===== src/rtl/core/prq_pkg.sv =====
// ----------------------------------------------------------------------------
// Priority ready queue package
// Shared field widths, operation and status codes, sequencer states and
// the result record passed from the sequencer to the top level.
// ----------------------------------------------------------------------------
package prq_pkg;

    localparam int unsigned TASK_ID_W = 3;
    localparam int unsigned LEVEL_W   = 4;
    localparam int unsigned STATUS_W  = 2;

    typedef enum logic {
        CMD_INSERT = 1'b0,
        CMD_REMOVE = 1'b1
    } t_cmd;

    typedef enum logic [STATUS_W-1:0] {
        STATUS_DONE     = 2'd0,
        STATUS_DUPLICATE = 2'd1,
        STATUS_MISSING  = 2'd2
    } t_status;

    typedef enum logic [4:0] {
        ST_IDLE = 5'b00001,
        ST_EXEC = 5'b00010,
        ST_LINK = 5'b00100,
        ST_SCAN = 5'b01000,
        ST_OUT  = 5'b10000
    } t_state;

    typedef struct packed {
        logic [TASK_ID_W-1:0] top_task;
        logic                 any_ready;
        logic [STATUS_W-1:0]  status;
    } t_result;

endpackage


===== src/rtl/core/prq_req_if.sv =====
// ----------------------------------------------------------------------------
// Request channel
// Valid/ready channel carrying one insert or remove request.
// ----------------------------------------------------------------------------
interface prq_req_if import prq_pkg::*; ();

    logic                 valid;
    logic                 ready;
    logic                 cmd;
    logic [TASK_ID_W-1:0] task_id;
    logic [LEVEL_W-1:0]   level;

    modport source (output valid, output cmd, output task_id, output level, input ready);
    modport sink   (input valid, input cmd, input task_id, input level, output ready);

endinterface


===== src/rtl/core/prq_rsp_if.sv =====
// ----------------------------------------------------------------------------
// Result channel
// Valid/ready channel carrying the queue report that follows each request.
// ----------------------------------------------------------------------------
interface prq_rsp_if import prq_pkg::*; ();

    logic                 valid;
    logic                 ready;
    logic [TASK_ID_W-1:0] top_task;
    logic                 any_ready;
    logic [STATUS_W-1:0]  status;

    modport source (output valid, output top_task, output any_ready, output status,
                    input ready);
    modport sink   (input valid, input top_task, input any_ready, input status,
                    output ready);

endinterface


===== src/rtl/core/priority_ready_queue.sv =====
// ----------------------------------------------------------------------------
// Priority ready queue
// Task ready queue with one FIFO per priority level, reporting the head of
// the lowest-numbered non-empty level after every request.
//
// i_req carries requests: cmd 0 inserts task_id at the tail of level (levels
// at or above NUM_LEVELS go to the last level), cmd 1 removes task_id from
// wherever it stands. o_rsp returns one report per request: top_task, the
// head of the lowest-numbered non-empty level (0 if none), any_ready, and
// status (0 done, 1 insert of a queued task dropped, 2 remove of an
// unqueued task dropped).
// One request is in work at a time. A carried-out request passes the link
// update and then the level scan, one level per cycle; a dropped one goes
// straight to the scan.
// The report sits in an output register, so the next request is taken while
// it waits; a stalled receiver holds back the block only once a second
// report is ready. Reset empties every level at once.
// ----------------------------------------------------------------------------
module priority_ready_queue import prq_pkg::*; #(
    parameter int unsigned NUM_TASKS  = 8,
    parameter int unsigned NUM_LEVELS = 10
) (
    input  logic        i_clk,
    input  logic        i_rst_n,
    prq_req_if.sink     i_req,
    prq_rsp_if.source   o_rsp
);

    logic    done;
    logic    taken;
    t_result result;
    logic    r_valid, n_valid;
    t_result r_result, n_result;

    prq_ctrl #(.NUM_TASKS(NUM_TASKS), .NUM_LEVELS(NUM_LEVELS)) u_ctrl (
        .i_clk         (i_clk),
        .i_rst_n       (i_rst_n),
        .i_req_valid   (i_req.valid),
        .i_req_cmd     (i_req.cmd),
        .i_req_task_id (i_req.task_id),
        .i_req_level   (i_req.level),
        .o_req_ready   (i_req.ready),
        .o_done        (done),
        .o_result      (result),
        .i_taken       (taken)
    );

    assign taken = done && (!r_valid || o_rsp.ready);

    always_comb begin
        n_valid  = r_valid;
        n_result = r_result;
        if (taken) begin
            n_valid  = 1'b1;
            n_result = result;
        end else if (o_rsp.ready) begin
            n_valid = 1'b0;
        end
    end

    always_ff @(posedge i_clk) begin
        if (!i_rst_n) begin
            r_valid <= 1'b0;
        end else begin
            r_valid <= n_valid;
        end
    end

    always_ff @(posedge i_clk) begin
        r_result <= n_result;
    end

    assign o_rsp.valid     = r_valid;
    assign o_rsp.top_task  = r_result.top_task;
    assign o_rsp.any_ready = r_result.any_ready;
    assign o_rsp.status    = r_result.status;

endmodule


===== src/rtl/core/prq_ram.sv =====
// ----------------------------------------------------------------------------
// Queue link memory
// One write port and one read port with registered read data.
// ----------------------------------------------------------------------------
module prq_ram #(
    parameter int unsigned DEPTH = 8,
    parameter int unsigned WIDTH = 4
) (
    input  logic                     i_clk,
    input  logic                     i_we,
    input  logic [$clog2(DEPTH)-1:0] i_waddr,
    input  logic [WIDTH-1:0]         i_wdata,
    input  logic                     i_re,
    input  logic [$clog2(DEPTH)-1:0] i_raddr,
    output logic [WIDTH-1:0]         o_rdata
);

    logic [WIDTH-1:0] r_mem [DEPTH];
    logic [WIDTH-1:0] r_rdata;

    always_ff @(posedge i_clk) begin
        if (i_we) begin
            r_mem[i_waddr] <= i_wdata;
        end
    end

    always_ff @(posedge i_clk) begin
        if (i_re) begin
            r_rdata <= r_mem[i_raddr];
        end
    end

    assign o_rdata = r_rdata;

endmodule


===== src/rtl/core/prq_ctrl.sv =====
// ----------------------------------------------------------------------------
// Queue sequencer
// Steps each request through link update and a level-by-level scan for the
// first non-empty level, using link memories with one write and one read port.
// ----------------------------------------------------------------------------
module prq_ctrl import prq_pkg::*; #(
    parameter int unsigned NUM_TASKS  = 8,
    parameter int unsigned NUM_LEVELS = 10
) (
    input  logic                 i_clk,
    input  logic                 i_rst_n,
    input  logic                 i_req_valid,
    input  logic                 i_req_cmd,
    input  logic [TASK_ID_W-1:0] i_req_task_id,
    input  logic [LEVEL_W-1:0]   i_req_level,
    output logic                 o_req_ready,
    output logic                 o_done,
    output t_result              o_result,
    input  logic                 i_taken
);

    localparam int unsigned TW = $clog2(NUM_TASKS);
    localparam int unsigned LW = $clog2(NUM_TASKS + 1);
    localparam int unsigned VW = $clog2(NUM_LEVELS);
    localparam logic [LW-1:0] NO_LINK    = LW'(NUM_TASKS);
    localparam logic [VW-1:0] LAST_LEVEL = VW'(NUM_LEVELS - 1);

    t_state                r_state, n_state;
    logic                  r_cmd, n_cmd;
    logic [TASK_ID_W-1:0]  r_task, n_task;
    logic [VW-1:0]         r_lvl, n_lvl;
    logic [STATUS_W-1:0]   r_status, n_status;
    logic                  r_found, n_found;
    logic [VW-1:0]         r_idx, n_idx;
    logic [NUM_TASKS-1:0]  r_queued, n_queued;
    logic [NUM_LEVELS-1:0] r_nonempty, n_nonempty;

    logic                  accept;
    logic [VW-1:0]         req_lvl;
    logic [TW-1:0]         req_idx;
    logic                  req_task_ok;
    logic [TW-1:0]         t_idx;

    logic                  tl_we, nx_we, pv_we, lh_we, lt_we;
    logic [TW-1:0]         tl_waddr, nx_waddr, pv_waddr;
    logic [VW-1:0]         lh_waddr, lt_waddr;
    logic [VW-1:0]         tl_wdata;
    logic [LW-1:0]         nx_wdata, pv_wdata;
    logic [TW-1:0]         lh_wdata, lt_wdata;
    logic                  lh_re;
    logic [VW-1:0]         tl_rdata;
    logic [LW-1:0]         nx_rdata, pv_rdata;
    logic [TW-1:0]         lh_rdata, lt_rdata;

    logic [VW-1:0]         rm_lvl;
    logic                  p_ok, n_ok;

    assign o_req_ready = (r_state == ST_IDLE);
    assign accept      = i_req_valid && o_req_ready;
    assign req_lvl     = (int'(i_req_level) >= NUM_LEVELS) ? LAST_LEVEL : VW'(i_req_level);
    assign req_idx     = TW'(i_req_task_id);
    assign req_task_ok = int'(i_req_task_id) < NUM_TASKS;
    assign t_idx       = TW'(r_task);

    assign rm_lvl = tl_rdata;
    assign p_ok   = int'(pv_rdata) < NUM_TASKS;
    assign n_ok   = int'(nx_rdata) < NUM_TASKS;

    prq_ram #(.DEPTH(NUM_TASKS), .WIDTH(VW)) u_task_level (
        .i_clk   (i_clk),
        .i_we    (tl_we),
        .i_waddr (tl_waddr),
        .i_wdata (tl_wdata),
        .i_re    (accept),
        .i_raddr (req_idx),
        .o_rdata (tl_rdata)
    );

    prq_ram #(.DEPTH(NUM_TASKS), .WIDTH(LW)) u_next_link (
        .i_clk   (i_clk),
        .i_we    (nx_we),
        .i_waddr (nx_waddr),
        .i_wdata (nx_wdata),
        .i_re    (accept),
        .i_raddr (req_idx),
        .o_rdata (nx_rdata)
    );

    prq_ram #(.DEPTH(NUM_TASKS), .WIDTH(LW)) u_prev_link (
        .i_clk   (i_clk),
        .i_we    (pv_we),
        .i_waddr (pv_waddr),
        .i_wdata (pv_wdata),
        .i_re    (accept),
        .i_raddr (req_idx),
        .o_rdata (pv_rdata)
    );

    prq_ram #(.DEPTH(NUM_LEVELS), .WIDTH(TW)) u_level_head (
        .i_clk   (i_clk),
        .i_we    (lh_we),
        .i_waddr (lh_waddr),
        .i_wdata (lh_wdata),
        .i_re    (lh_re),
        .i_raddr (r_idx),
        .o_rdata (lh_rdata)
    );

    prq_ram #(.DEPTH(NUM_LEVELS), .WIDTH(TW)) u_level_tail (
        .i_clk   (i_clk),
        .i_we    (lt_we),
        .i_waddr (lt_waddr),
        .i_wdata (lt_wdata),
        .i_re    (accept),
        .i_raddr (req_lvl),
        .o_rdata (lt_rdata)
    );

    always_comb begin
        n_state    = r_state;
        n_cmd      = r_cmd;
        n_task     = r_task;
        n_lvl      = r_lvl;
        n_status   = r_status;
        n_found    = r_found;
        n_idx      = r_idx;
        n_queued   = r_queued;
        n_nonempty = r_nonempty;

        tl_we    = 1'b0;
        tl_waddr = t_idx;
        tl_wdata = r_lvl;
        nx_we    = 1'b0;
        nx_waddr = t_idx;
        nx_wdata = NO_LINK;
        pv_we    = 1'b0;
        pv_waddr = t_idx;
        pv_wdata = NO_LINK;
        lh_we    = 1'b0;
        lh_waddr = r_lvl;
        lh_wdata = t_idx;
        lt_we    = 1'b0;
        lt_waddr = r_lvl;
        lt_wdata = t_idx;
        lh_re    = 1'b0;

        unique case (r_state)
            ST_IDLE: begin
                if (accept) begin
                    n_cmd   = i_req_cmd;
                    n_task  = i_req_task_id;
                    n_lvl   = req_lvl;
                    n_idx   = '0;
                    n_found = 1'b0;
                    if (i_req_cmd == CMD_INSERT) begin
                        n_status = (!req_task_ok || r_queued[req_idx]) ?
                                   STATUS_DUPLICATE : STATUS_DONE;
                    end else begin
                        n_status = (!req_task_ok || !r_queued[req_idx]) ?
                                   STATUS_MISSING : STATUS_DONE;
                    end
                    n_state = (n_status == STATUS_DONE) ? ST_EXEC : ST_SCAN;
                end
            end
            ST_EXEC: begin
                if (r_cmd == CMD_INSERT) begin
                    tl_we = 1'b1;
                    nx_we = 1'b1;
                    pv_we = 1'b1;
                    pv_wdata = r_nonempty[r_lvl] ? LW'(lt_rdata) : NO_LINK;
                    lt_we = 1'b1;
                    lh_we = !r_nonempty[r_lvl];
                    n_queued[t_idx]   = 1'b1;
                    n_nonempty[r_lvl] = 1'b1;
                    n_state = r_nonempty[r_lvl] ? ST_LINK : ST_SCAN;
                end else begin
                    // unlink: join the predecessor and successor around the task
                    nx_we    = p_ok;
                    nx_waddr = TW'(pv_rdata);
                    nx_wdata = nx_rdata;
                    pv_we    = n_ok;
                    pv_waddr = TW'(nx_rdata);
                    pv_wdata = pv_rdata;
                    lh_we    = !p_ok && n_ok;
                    lh_waddr = rm_lvl;
                    lh_wdata = TW'(nx_rdata);
                    lt_we    = !n_ok && p_ok;
                    lt_waddr = rm_lvl;
                    lt_wdata = TW'(pv_rdata);
                    if (!p_ok && !n_ok) begin
                        n_nonempty[rm_lvl] = 1'b0;
                    end
                    n_queued[t_idx] = 1'b0;
                    n_state = ST_SCAN;
                end
            end
            ST_LINK: begin
                nx_we    = 1'b1;
                nx_waddr = lt_rdata;
                nx_wdata = LW'(t_idx);
                n_state  = ST_SCAN;
            end
            ST_SCAN: begin
                if (r_nonempty[r_idx]) begin
                    lh_re   = 1'b1;
                    n_found = 1'b1;
                    n_state = ST_OUT;
                end else if (r_idx == LAST_LEVEL) begin
                    n_state = ST_OUT;
                end else begin
                    n_idx = r_idx + 1'b1;
                end
            end
            ST_OUT: begin
                if (i_taken) begin
                    n_state = ST_IDLE;
                end
            end
            default: begin
                n_state = ST_IDLE;
            end
        endcase
    end

    assign o_done             = (r_state == ST_OUT);
    assign o_result.top_task  = r_found ? TASK_ID_W'(lh_rdata) : '0;
    assign o_result.any_ready = r_found;
    assign o_result.status    = r_status;

    always_ff @(posedge i_clk) begin
        if (!i_rst_n) begin
            r_state    <= ST_IDLE;
            r_queued   <= '0;
            r_nonempty <= '0;
        end else begin
            r_state    <= n_state;
            r_queued   <= n_queued;
            r_nonempty <= n_nonempty;
        end
    end

    always_ff @(posedge i_clk) begin
        r_cmd    <= n_cmd;
        r_task   <= n_task;
        r_lvl    <= n_lvl;
        r_status <= n_status;
        r_found  <= n_found;
        r_idx    <= n_idx;
    end

endmodule


===== src/flat_wrapper.sv =====
// flat-port wrapper written by rule: the top's interface ports become plain ports
module priority_ready_queue_flat import prq_pkg::*;
#(
    parameter int unsigned NUM_TASKS  = 8,
    parameter int unsigned NUM_LEVELS = 10
)
  (i_clk, i_rst_n, i_req_valid, i_req_cmd, i_req_task_id, i_req_level, i_req_ready, o_rsp_valid, o_rsp_top_task, o_rsp_any_ready, o_rsp_status, o_rsp_ready);
  prq_req_if i_req_i ();
  prq_rsp_if o_rsp_i ();
  input  logic i_clk;
  input  logic i_rst_n;
  input wire logic [$bits(i_req_i.valid)-1:0] i_req_valid;
  input wire logic [$bits(i_req_i.cmd)-1:0] i_req_cmd;
  input wire logic [$bits(i_req_i.task_id)-1:0] i_req_task_id;
  input wire logic [$bits(i_req_i.level)-1:0] i_req_level;
  output wire logic [$bits(i_req_i.ready)-1:0] i_req_ready;
  output wire logic [$bits(o_rsp_i.valid)-1:0] o_rsp_valid;
  output wire logic [$bits(o_rsp_i.top_task)-1:0] o_rsp_top_task;
  output wire logic [$bits(o_rsp_i.any_ready)-1:0] o_rsp_any_ready;
  output wire logic [$bits(o_rsp_i.status)-1:0] o_rsp_status;
  input wire logic [$bits(o_rsp_i.ready)-1:0] o_rsp_ready;
  assign i_req_i.valid = i_req_valid;
  assign i_req_i.cmd = i_req_cmd;
  assign i_req_i.task_id = i_req_task_id;
  assign i_req_i.level = i_req_level;
  assign i_req_ready = i_req_i.ready;
  assign o_rsp_valid = o_rsp_i.valid;
  assign o_rsp_top_task = o_rsp_i.top_task;
  assign o_rsp_any_ready = o_rsp_i.any_ready;
  assign o_rsp_status = o_rsp_i.status;
  assign o_rsp_i.ready = o_rsp_ready;
  priority_ready_queue #(.NUM_TASKS(NUM_TASKS), .NUM_LEVELS(NUM_LEVELS)) u_core (.i_clk(i_clk), .i_rst_n(i_rst_n), .i_req(i_req_i), .o_rsp(o_rsp_i));
endmodule

===== config.mk =====
export PLATFORM = sky130hd
export DESIGN_NAME = priority_ready_queue_flat
export DESIGN_NICKNAME = d
export VERILOG_FILES = /design/src/rtl/core/prq_pkg.sv /design/src/rtl/core/prq_req_if.sv /design/src/rtl/core/prq_rsp_if.sv /design/src/rtl/core/priority_ready_queue.sv /design/src/rtl/core/prq_ram.sv /design/src/rtl/core/prq_ctrl.sv /design/src/flat_wrapper.sv
export SDC_FILE = /design/constraint.sdc
export NUM_CORES = 1
export LEC_CHECK = 0
export BUFFER_PORTS_ARGS = -buffer_cell sky130_fd_sc_hd__buf_4
export CORE_MARGIN = 5
export CORE_UTILIZATION = 62
export DETAILED_ROUTE_END_ITERATION = 16
export PLACE_DENSITY = 0.77
export SETUP_SLACK_MARGIN = 0.1
export SYNTH_ARGS = -nofsm -noshare
export SYNTH_HDL_FRONTEND = slang
export SYNTH_SLANG_ARGS = --single-unit

===== constraint.sdc =====
create_clock -name i_clk -period 3.1 [get_ports i_clk]
set_input_delay 0.31 -clock i_clk [delete_from_list [all_inputs] [get_ports i_clk]]
set_output_delay 0.31 -clock i_clk [all_outputs]
set_load 0.03 [all_outputs]

==> run_results.csv, run 1 <==
group,metric,value,unit
place,portBuffers,19,
routing,first_iter_violations,693,
routing,wire_per_inst,22.2,um
die,core,15100,um^2
synthesis,synth-simple-area-share,10.6,%
clock_tree,clkSlewWorstSetupHoldPaths,70,ps
synthesis,synthArstFlopShare,0,%
routing,drc_errors,0,
synthesis,ys.flop_type,"edfxtp_1",
synthesis,syn_area,9440,um^2
die,start_util,62.5,%
grt,grt.total_usage,22.0,%
synthesis,syn_avg_cell_area,14.9,um^2
timing,setup_viol,0,
routing,num_vias,5623,
power,power_density,625,nW/um^2
clock_tree,root_buffer,"clkbuf_16",
setup_path,rr_worst_depth,5,
timing,fin_skew,15.8,ps
finish,drive_above_1_share,21.8,%
die,die_w,133,um
clock_tree,cts_buffers,22,
timing,min_period,2760,ps
timing,slew_headroom,43.4,%
timing,drv_slew,0,
setup_path,cp.required,3240,ps
setup_path,r2r-end,"u_core.u_ctrl.u_prev_link.r_mem[3][2]",
timing,setup_ws,339,ps
place,pre_cts_slack,409,ps
synthesis,synthXorXnorAreaFrac,0.186,%
finish,n_fill_cell,1014,
timing,tns,0,ps
status,status,"finished clean",
power,vdd_drop_max,0.469,mV
synthesis,synth_edf_count,195,
grt,grt_pass1_vias,5645,
finish,syn_to_final_growth,11.3,%
setup_path,worstPathArrival,2900,ps
place,gp_congestion,0.873,
routing,routed_wl,19.3,mm
grt,grt_overflow,0,
synthesis,synth_top_family_by_area,"multiplexers",
synthesis,synth.ff_latch_count,219,
synthesis,yosysWarnings,0,
die,dieArea,17800,um^2
synthesis,synth.distinct_cells,56,
clock_tree,clk_latency,510,ps
finish,multi_input_area,2820,um^2
finish,diodes,0,
clock_tree,ctsResizeCount,0,
grt,antenna_found_initial,0,
timing,tightestPinTransition,841,ps
synthesis,synth_nets,651,
timing,hold_violations,0,
grt,grt_max_degree,28,
timing,period_share,89.1,%
setup_path,cp_top_family,"simple AND/OR/NAND/NOR gates",
grt,grt_pass1_wl,30.9,mm
power,leakage,3.38,nW
timing,rsz0062_at_grt,"false",
synthesis,yosysSeqAreaShare,67.1,%
synthesis,synthAdderAreaFrac,0.530,%
setup_path,reg2reg_slack,340,ps
setup_path,critPathLaunchType,"flop",
setup_path,endpoint_kind,"flop",
setup_path,cpMaxStageDelayCell,"nor3_1",
finish,seqCellArea,6340,um^2
routing,antenna_left,0,
die,dieHeight,133,um
finish,final_nets,683,
timing,fmax,362,MHz
place,post-dp-hpwl,13.3,mm
clock_tree,cts_setup_buffers,0,
routing,routed_via_density,6.46,
setup_path,max_stage_delay,550,ps
clock_tree,cts_hold_buf,1,
setup_path,crit_start,"u_core.u_ctrl.r_state[4]",
clock_tree,clock_sinks,219,
setup_path,crit_path_end,"u_core.u_ctrl.u_prev_link.r_mem[3][2]",
clock_tree,cts_buffer_depth,3,
die,io_pins,20,
setup_path,crit_path_max_fanout,14,
setup_path,crit_cells,5,
clock_tree,cts.htree.levels,1,
setup_path,crit_buf_inv,1,
run,maxCapViolations,0,
synthesis,synthMuxAreaShare,11.9,%
die,rows,45,
synthesis,synth_compound_area_share,6.75,%
setup_path,cp_cell_sequence,"nor4_4 -> and3_1 -> mux2i_1 -> inv_1 -> nor3_1",
clock_tree,cts_tree,"yes",
synthesis,synthCells,635,
routing,dr.pass1.iters,5,
setup_path,r2r_start,"u_core.u_ctrl.r_state[4]",
hold_path,hp-class,"in -> reg",
setup_path,worstSetupPathType,"reg -> reg",
state kept, by name, summed over array words and instances (netlist names), named ones only:
signal and cells:
u_core.u_ctrl.u_task_level.r_mem 32, u_core.u_ctrl.r_idx 4, u_core.u_ctrl.u_prev_link.o_rdata 4, u_core.o_rsp.status 2
u_core.u_ctrl.r_status 2, u_core.o_rsp.top_task 3, u_core.u_ctrl.r_lvl 4, u_core.o_rsp.valid 1
u_core.u_ctrl.r_nonempty 10, u_core.u_ctrl.u_level_tail.o_rdata 3, u_core.u_ctrl.r_found 1, u_core.u_ctrl.r_task 3
u_core.u_ctrl.u_prev_link.r_mem 32, u_core.u_ctrl.u_next_link.o_rdata 4, u_core.u_ctrl.u_task_level.o_rdata 4, u_core.u_ctrl.u_next_link.r_mem 32
u_core.u_ctrl.u_level_head.o_rdata 3, u_core.u_ctrl.r_cmd 1, u_core.u_ctrl.r_state 5, u_core.u_ctrl.u_level_tail.r_mem 30
u_core.o_rsp.any_ready 1, u_core.u_ctrl.u_level_head.r_mem 30
per-stage QoR:
| stage | power (mW) | hold slack [ps] | cells | instance area [um^2] | utilization, % |
|---|---|---|---|---|---|
| 2_1_floorplan | 3.85 | 400 | 635 | 9440 | - |
| 3_3_place_gp | 4.02 | 401 | 830 | 9780 | 64.8 |
| 3_5_place_dp | 4.03 | 407 | 830 | 9780 | 64.8 |
| 4_1_cts | 6.60 | 59.9 | 871 | 10500 | 69.6 |
| 5_1_grt | 6.79 | 79.4 | 871 | 10500 | 69.6 |
| 6_report | 6.56 | 81.2 | 871 | 10500 | 69.6 |
synthesized netlist by cell type (10+ instances only):
library cell	number	share of area, %
nor3_1	24	1.3
a31oi_1	10	0.66
nor2b_1	11	0.73
clkbuf_1	19	0.76
inv_1	16	0.64
nand2_1	33	1.3
mux4_2	34	8.1
nand3_1	11	0.58
o21ai_0	23	1.2
mux2i_1	14	1.5
dfxtp_1	24	5.1
nor4_1	13	0.86
mux2_2	19	2.3
edfxtp_1	195	62
a21oi_1	24	1.3
nor2_1	58	2.3
layout make-up:
type / instances / share of cell area (%)
tap: 188 / 2.24
sequential: 219 / 60.3
timing repair buffer: 45 / 3.24
multi-input combinational: 363 / 26.9
clock inverter: 15 / 1.43
clock buffer: 25 / 5.35
inverter: 16 / 0.572
per-layer routing:
metal  wire [um]  track usage [%]  up-vias
met5           0                0        -
met4         414             6.57        0
met3        1330             3.63       40
met2        9580             36.4      264
met1        8010             30.7     2785
li1            -                -     2534
power breakdown:
part | leakage, nW | internal, mW | switching [mW] | total [mW]
clock network | 0.333 | 1.49 | 1.09 | 2.58
registers | 1.93 | 3.32 | 0.101 | 3.42
logic | 1.11 | 0.212 | 0.358 | 0.570
total | 3.38 | 5.01 | 1.55 | 6.56
how the worst min path moves through the flow:
stage                              start                     end  depth (start not counted)
3_5_place_dp   u_core.u_ctrl.r_status[1]  u_core.o_rsp.status[1]                          0
2_1_floorplan  u_core.u_ctrl.r_status[0]  u_core.o_rsp.status[0]                          0
4_1_cts                   i_req_level[3]  u_core.u_ctrl.r_lvl[3]                          1
5_1_grt                   i_req_level[3]  u_core.u_ctrl.r_lvl[3]                          1
3_3_place_gp   u_core.u_ctrl.r_status[0]  u_core.o_rsp.status[0]                          0
6_report                  i_req_level[3]  u_core.u_ctrl.r_lvl[3]                          1
cells in the final DEF (no fill, tap or decap), types with 5 or more instances in the layout:
master      count
edfxtp_1      195
nor2_1         58
buf_4          44
mux4_2         34
nand2_1        33
nor3_1         24
a21oi_1        24
dfxtp_1        24
o21ai_0        23
clkbuf_16      22
mux2_2         19
inv_1          16
mux2i_1        14
nor4_1         13
nand3_1        11
nor2b_1        11
a31oi_1        10
nand2b_1        8
and2_1          7
and3_1          7
nand4_1         7
a211oi_1        6
clkinvlp_4      5
cells by family after synthesis:
group,after synthesis
DFF,219
and+or+nand+nor,195
AOI/OAI and AO/OA,95
muxes,67
buffers and inverters,53
adders and majority gates,4
xor gates and xnor gates,2
Power figures use the tool's default switching activity.
==> inputs of run 2 (changes only) <==
--- a/config.mk
+++ b/config.mk
@@ -6,10 +6,10 @@
 export NUM_CORES = 1
 export LEC_CHECK = 0
 export BUFFER_PORTS_ARGS = -buffer_cell sky130_fd_sc_hd__buf_4
-export CORE_MARGIN = 5
-export CORE_UTILIZATION = 62
+export CORE_MARGIN = 4
+export CORE_UTILIZATION = 51
 export DETAILED_ROUTE_END_ITERATION = 16
-export PLACE_DENSITY = 0.77
+export PLACE_DENSITY = 0.65
 export SETUP_SLACK_MARGIN = 0.1
 export SYNTH_ARGS = -nofsm -noshare
 export SYNTH_HDL_FRONTEND = slang
==> constraint.sdc (replaced) <==
create_clock -name i_clk -period 3.1 [get_ports i_clk]
set_input_delay 0.31 -clock i_clk [delete_from_list [all_inputs] [get_ports i_clk]]
set_output_delay 0.31 -clock i_clk [all_outputs]
set_load 0.1 [all_outputs]
==> run 2 against run 1 <==
Critical path depth stayed put. Sequential share of layout area rose by 0.079 points. Clock skew up 12 ps. Cell area decreased by 0.13%.
==> run_results.csv, run 2 (synthesis results as in run 1) <==
group,metric,value,unit
finish,reg_top3,"u_core.u_ctrl.u_next_link.r_mem (32), u_core.u_ctrl.u_prev_link.r_mem (32), u_core.u_ctrl.u_task_level.r_mem (32)",
setup_path,cp.required,3230,ps
setup_path,crit_path_max_fanout,7,
die,rows,49,
setup_path,crit_start,"u_core.u_ctrl.r_state[4]",
setup_path,worstPathArrival,2810,ps
grt,grt.busiest_layer,"met2",
timing,setup_viol,0,
die,dieHeight,144,um
place,post-dp-hpwl,13.9,mm
timing,hold_violations,0,
timing,min_period,2680,ps
timing,period_share,86.5,%
run,maxCapViolations,0,
timing,fin_skew,27.6,ps
setup_path,endpoint_kind,"flop",
place,dp_cells,875,
routing,dr.pass1.iters,6,
place,gp_congestion,0.943,
grt,grt_pass1_wl,31.1,mm
grt,grt_pass1_vias,5445,
routing,antenna_left,0,
timing,setup_ws,418,ps
routing,drc_errors,0,
clock_tree,cts_buffer_depth,3,
timing,hold_ws,21.2,ps
timing,tns,0,ps
routing,routed_wl,20.0,mm
clock_tree,clock_sinks,219,
timing,drv_slew,0,
clock_tree,ctsResizeCount,0,
power,power_density,610,nW/um^2
grt,grtUsageMet1,28.4,%
hold_path,hold_path_startpoint,"i_req_cmd",
die,io_pins,20,
routing,first_iter_violations,631,
power,vdd_drop_max,0.368,mV
timing,tightestPinTransition,791,ps
finish,final_cell_mix,"edfxtp_1, nor2_1, buf_4",
grt,grt.total_usage,19.5,%
finish,final_nets,685,
clock_tree,clk_latency,510,ps
die,core,18100,um^2
die,dieArea,20700,um^2
clock_tree,cts_tree,"yes",
die,start_util,52.2,%
setup_path,critPathLaunchType,"flop",
timing,slew_headroom,47.2,%
place,portBuffers,19,
grt,grt_max_degree,27,
finish,diodes,0,
finish,final_common_cell,"edfxtp_1",
setup_path,reg2reg_slack,420,ps
routing,num_vias,5546,
place,pre_cts_slack,438,ps
clock_tree,root_buffer,"clkbuf_16",
finish,syn_to_final_growth,11.2,%
grt,grt_overflow,0,
clock_tree,cts_hold_buf,0,
routing,routed_via_density,6.09,
setup_path,worstSetupPathType,"reg -> reg",
routing,wire_per_inst,21.9,um
clock_tree,cts_buffers,21,
hold_path,hp-class,"in -> reg",
finish,drive_above_1_share,21.3,%
finish,stdcell_count,911,
clock_tree,cts.htree.levels,1,
clock_tree,clkSlewWorstSetupHoldPaths,70,ps
die,die_w,144,um
status,status,"finished clean",
grt,grt.met3_usage,2.84,%
grt,grt_util_met2,31.3,%
timing,rsz0062_at_grt,"false",
clock_tree,cts_setup_buffers,0,
timing,fmax,373,MHz
power,leakage,3.37,nW
setup_path,r2r_start,"u_core.u_ctrl.r_state[4]",
grt,antenna_found_initial,0,
-- run 2: changes by cell type in the layout (fill, tap and decap cells not counted), sizes merged --
cell | previous run | this run
dlygate4sd3 | 1 | 0
clkinv | 8 | 6
bufinv | 2 | 1
clkbuf | 25 | 28
inv | 16 | 17
buf | 44 | 48
clkinvlp | 5 | 0
-- run 2: power by group --
part	internal, mW	leakage (nW)	total (mW)	switching (mW)
Clock	1.35	0.308	2.38	1.03
Sequential	3.32	1.93	3.42	0.102
Combinational	0.210	1.13	0.597	0.387
-- run 2: worst paths after layout --
path,to,depth (start not counted)
setup / recovery,u_core.u_ctrl.u_prev_link.r_mem[1][0],5
hold / removal,u_core.u_ctrl.r_cmd,1
setup reg to reg,u_core.u_ctrl.u_prev_link.r_mem[1][0],5
hold reg to reg,u_core.o_rsp.status[1],0
-- run 2: stage by stage --
| step | total power, mW | cell area, um^2 | utilization (%) |
|---|---|---|---|
| floorplan | 3.87 | 9440 | - |
| global placement | 4.06 | 9860 | 54.5 |
| detailed placement | 4.07 | 9860 | 54.5 |
| CTS | 6.43 | 10500 | 58.0 |
| global route | 6.61 | 10500 | 58.0 |
| finish | 6.40 | 10500 | 58.0 |
-- run 2: critical path, cell delays in order, from the launching register on --
cell and delay [ps]:
dfxtp_1 380, nor4_4 490, and3_1 280, mux2i_1 460, inv_1 180, nor3_1 510
-- run 2: final cells by class --
cell class | count | area (um^2)
inverter | 16 | 60.1
multi-input combinational | 363 | 2820
clock inverter | 8 | 65.1
timing repair buffer | 48 | 360
fill | 1353 | 7590
sequential | 219 | 6340
clock buffer | 28 | 562
tap | 229 | 287
-- run 2: per-layer routing --
metal | wire length, um | share of wire [%]
met5 | 0 | 0
met4 | 490 | 2.5
met3 | 1350 | 6.7
met2 | 9390 | 47
met1 | 8760 | 44
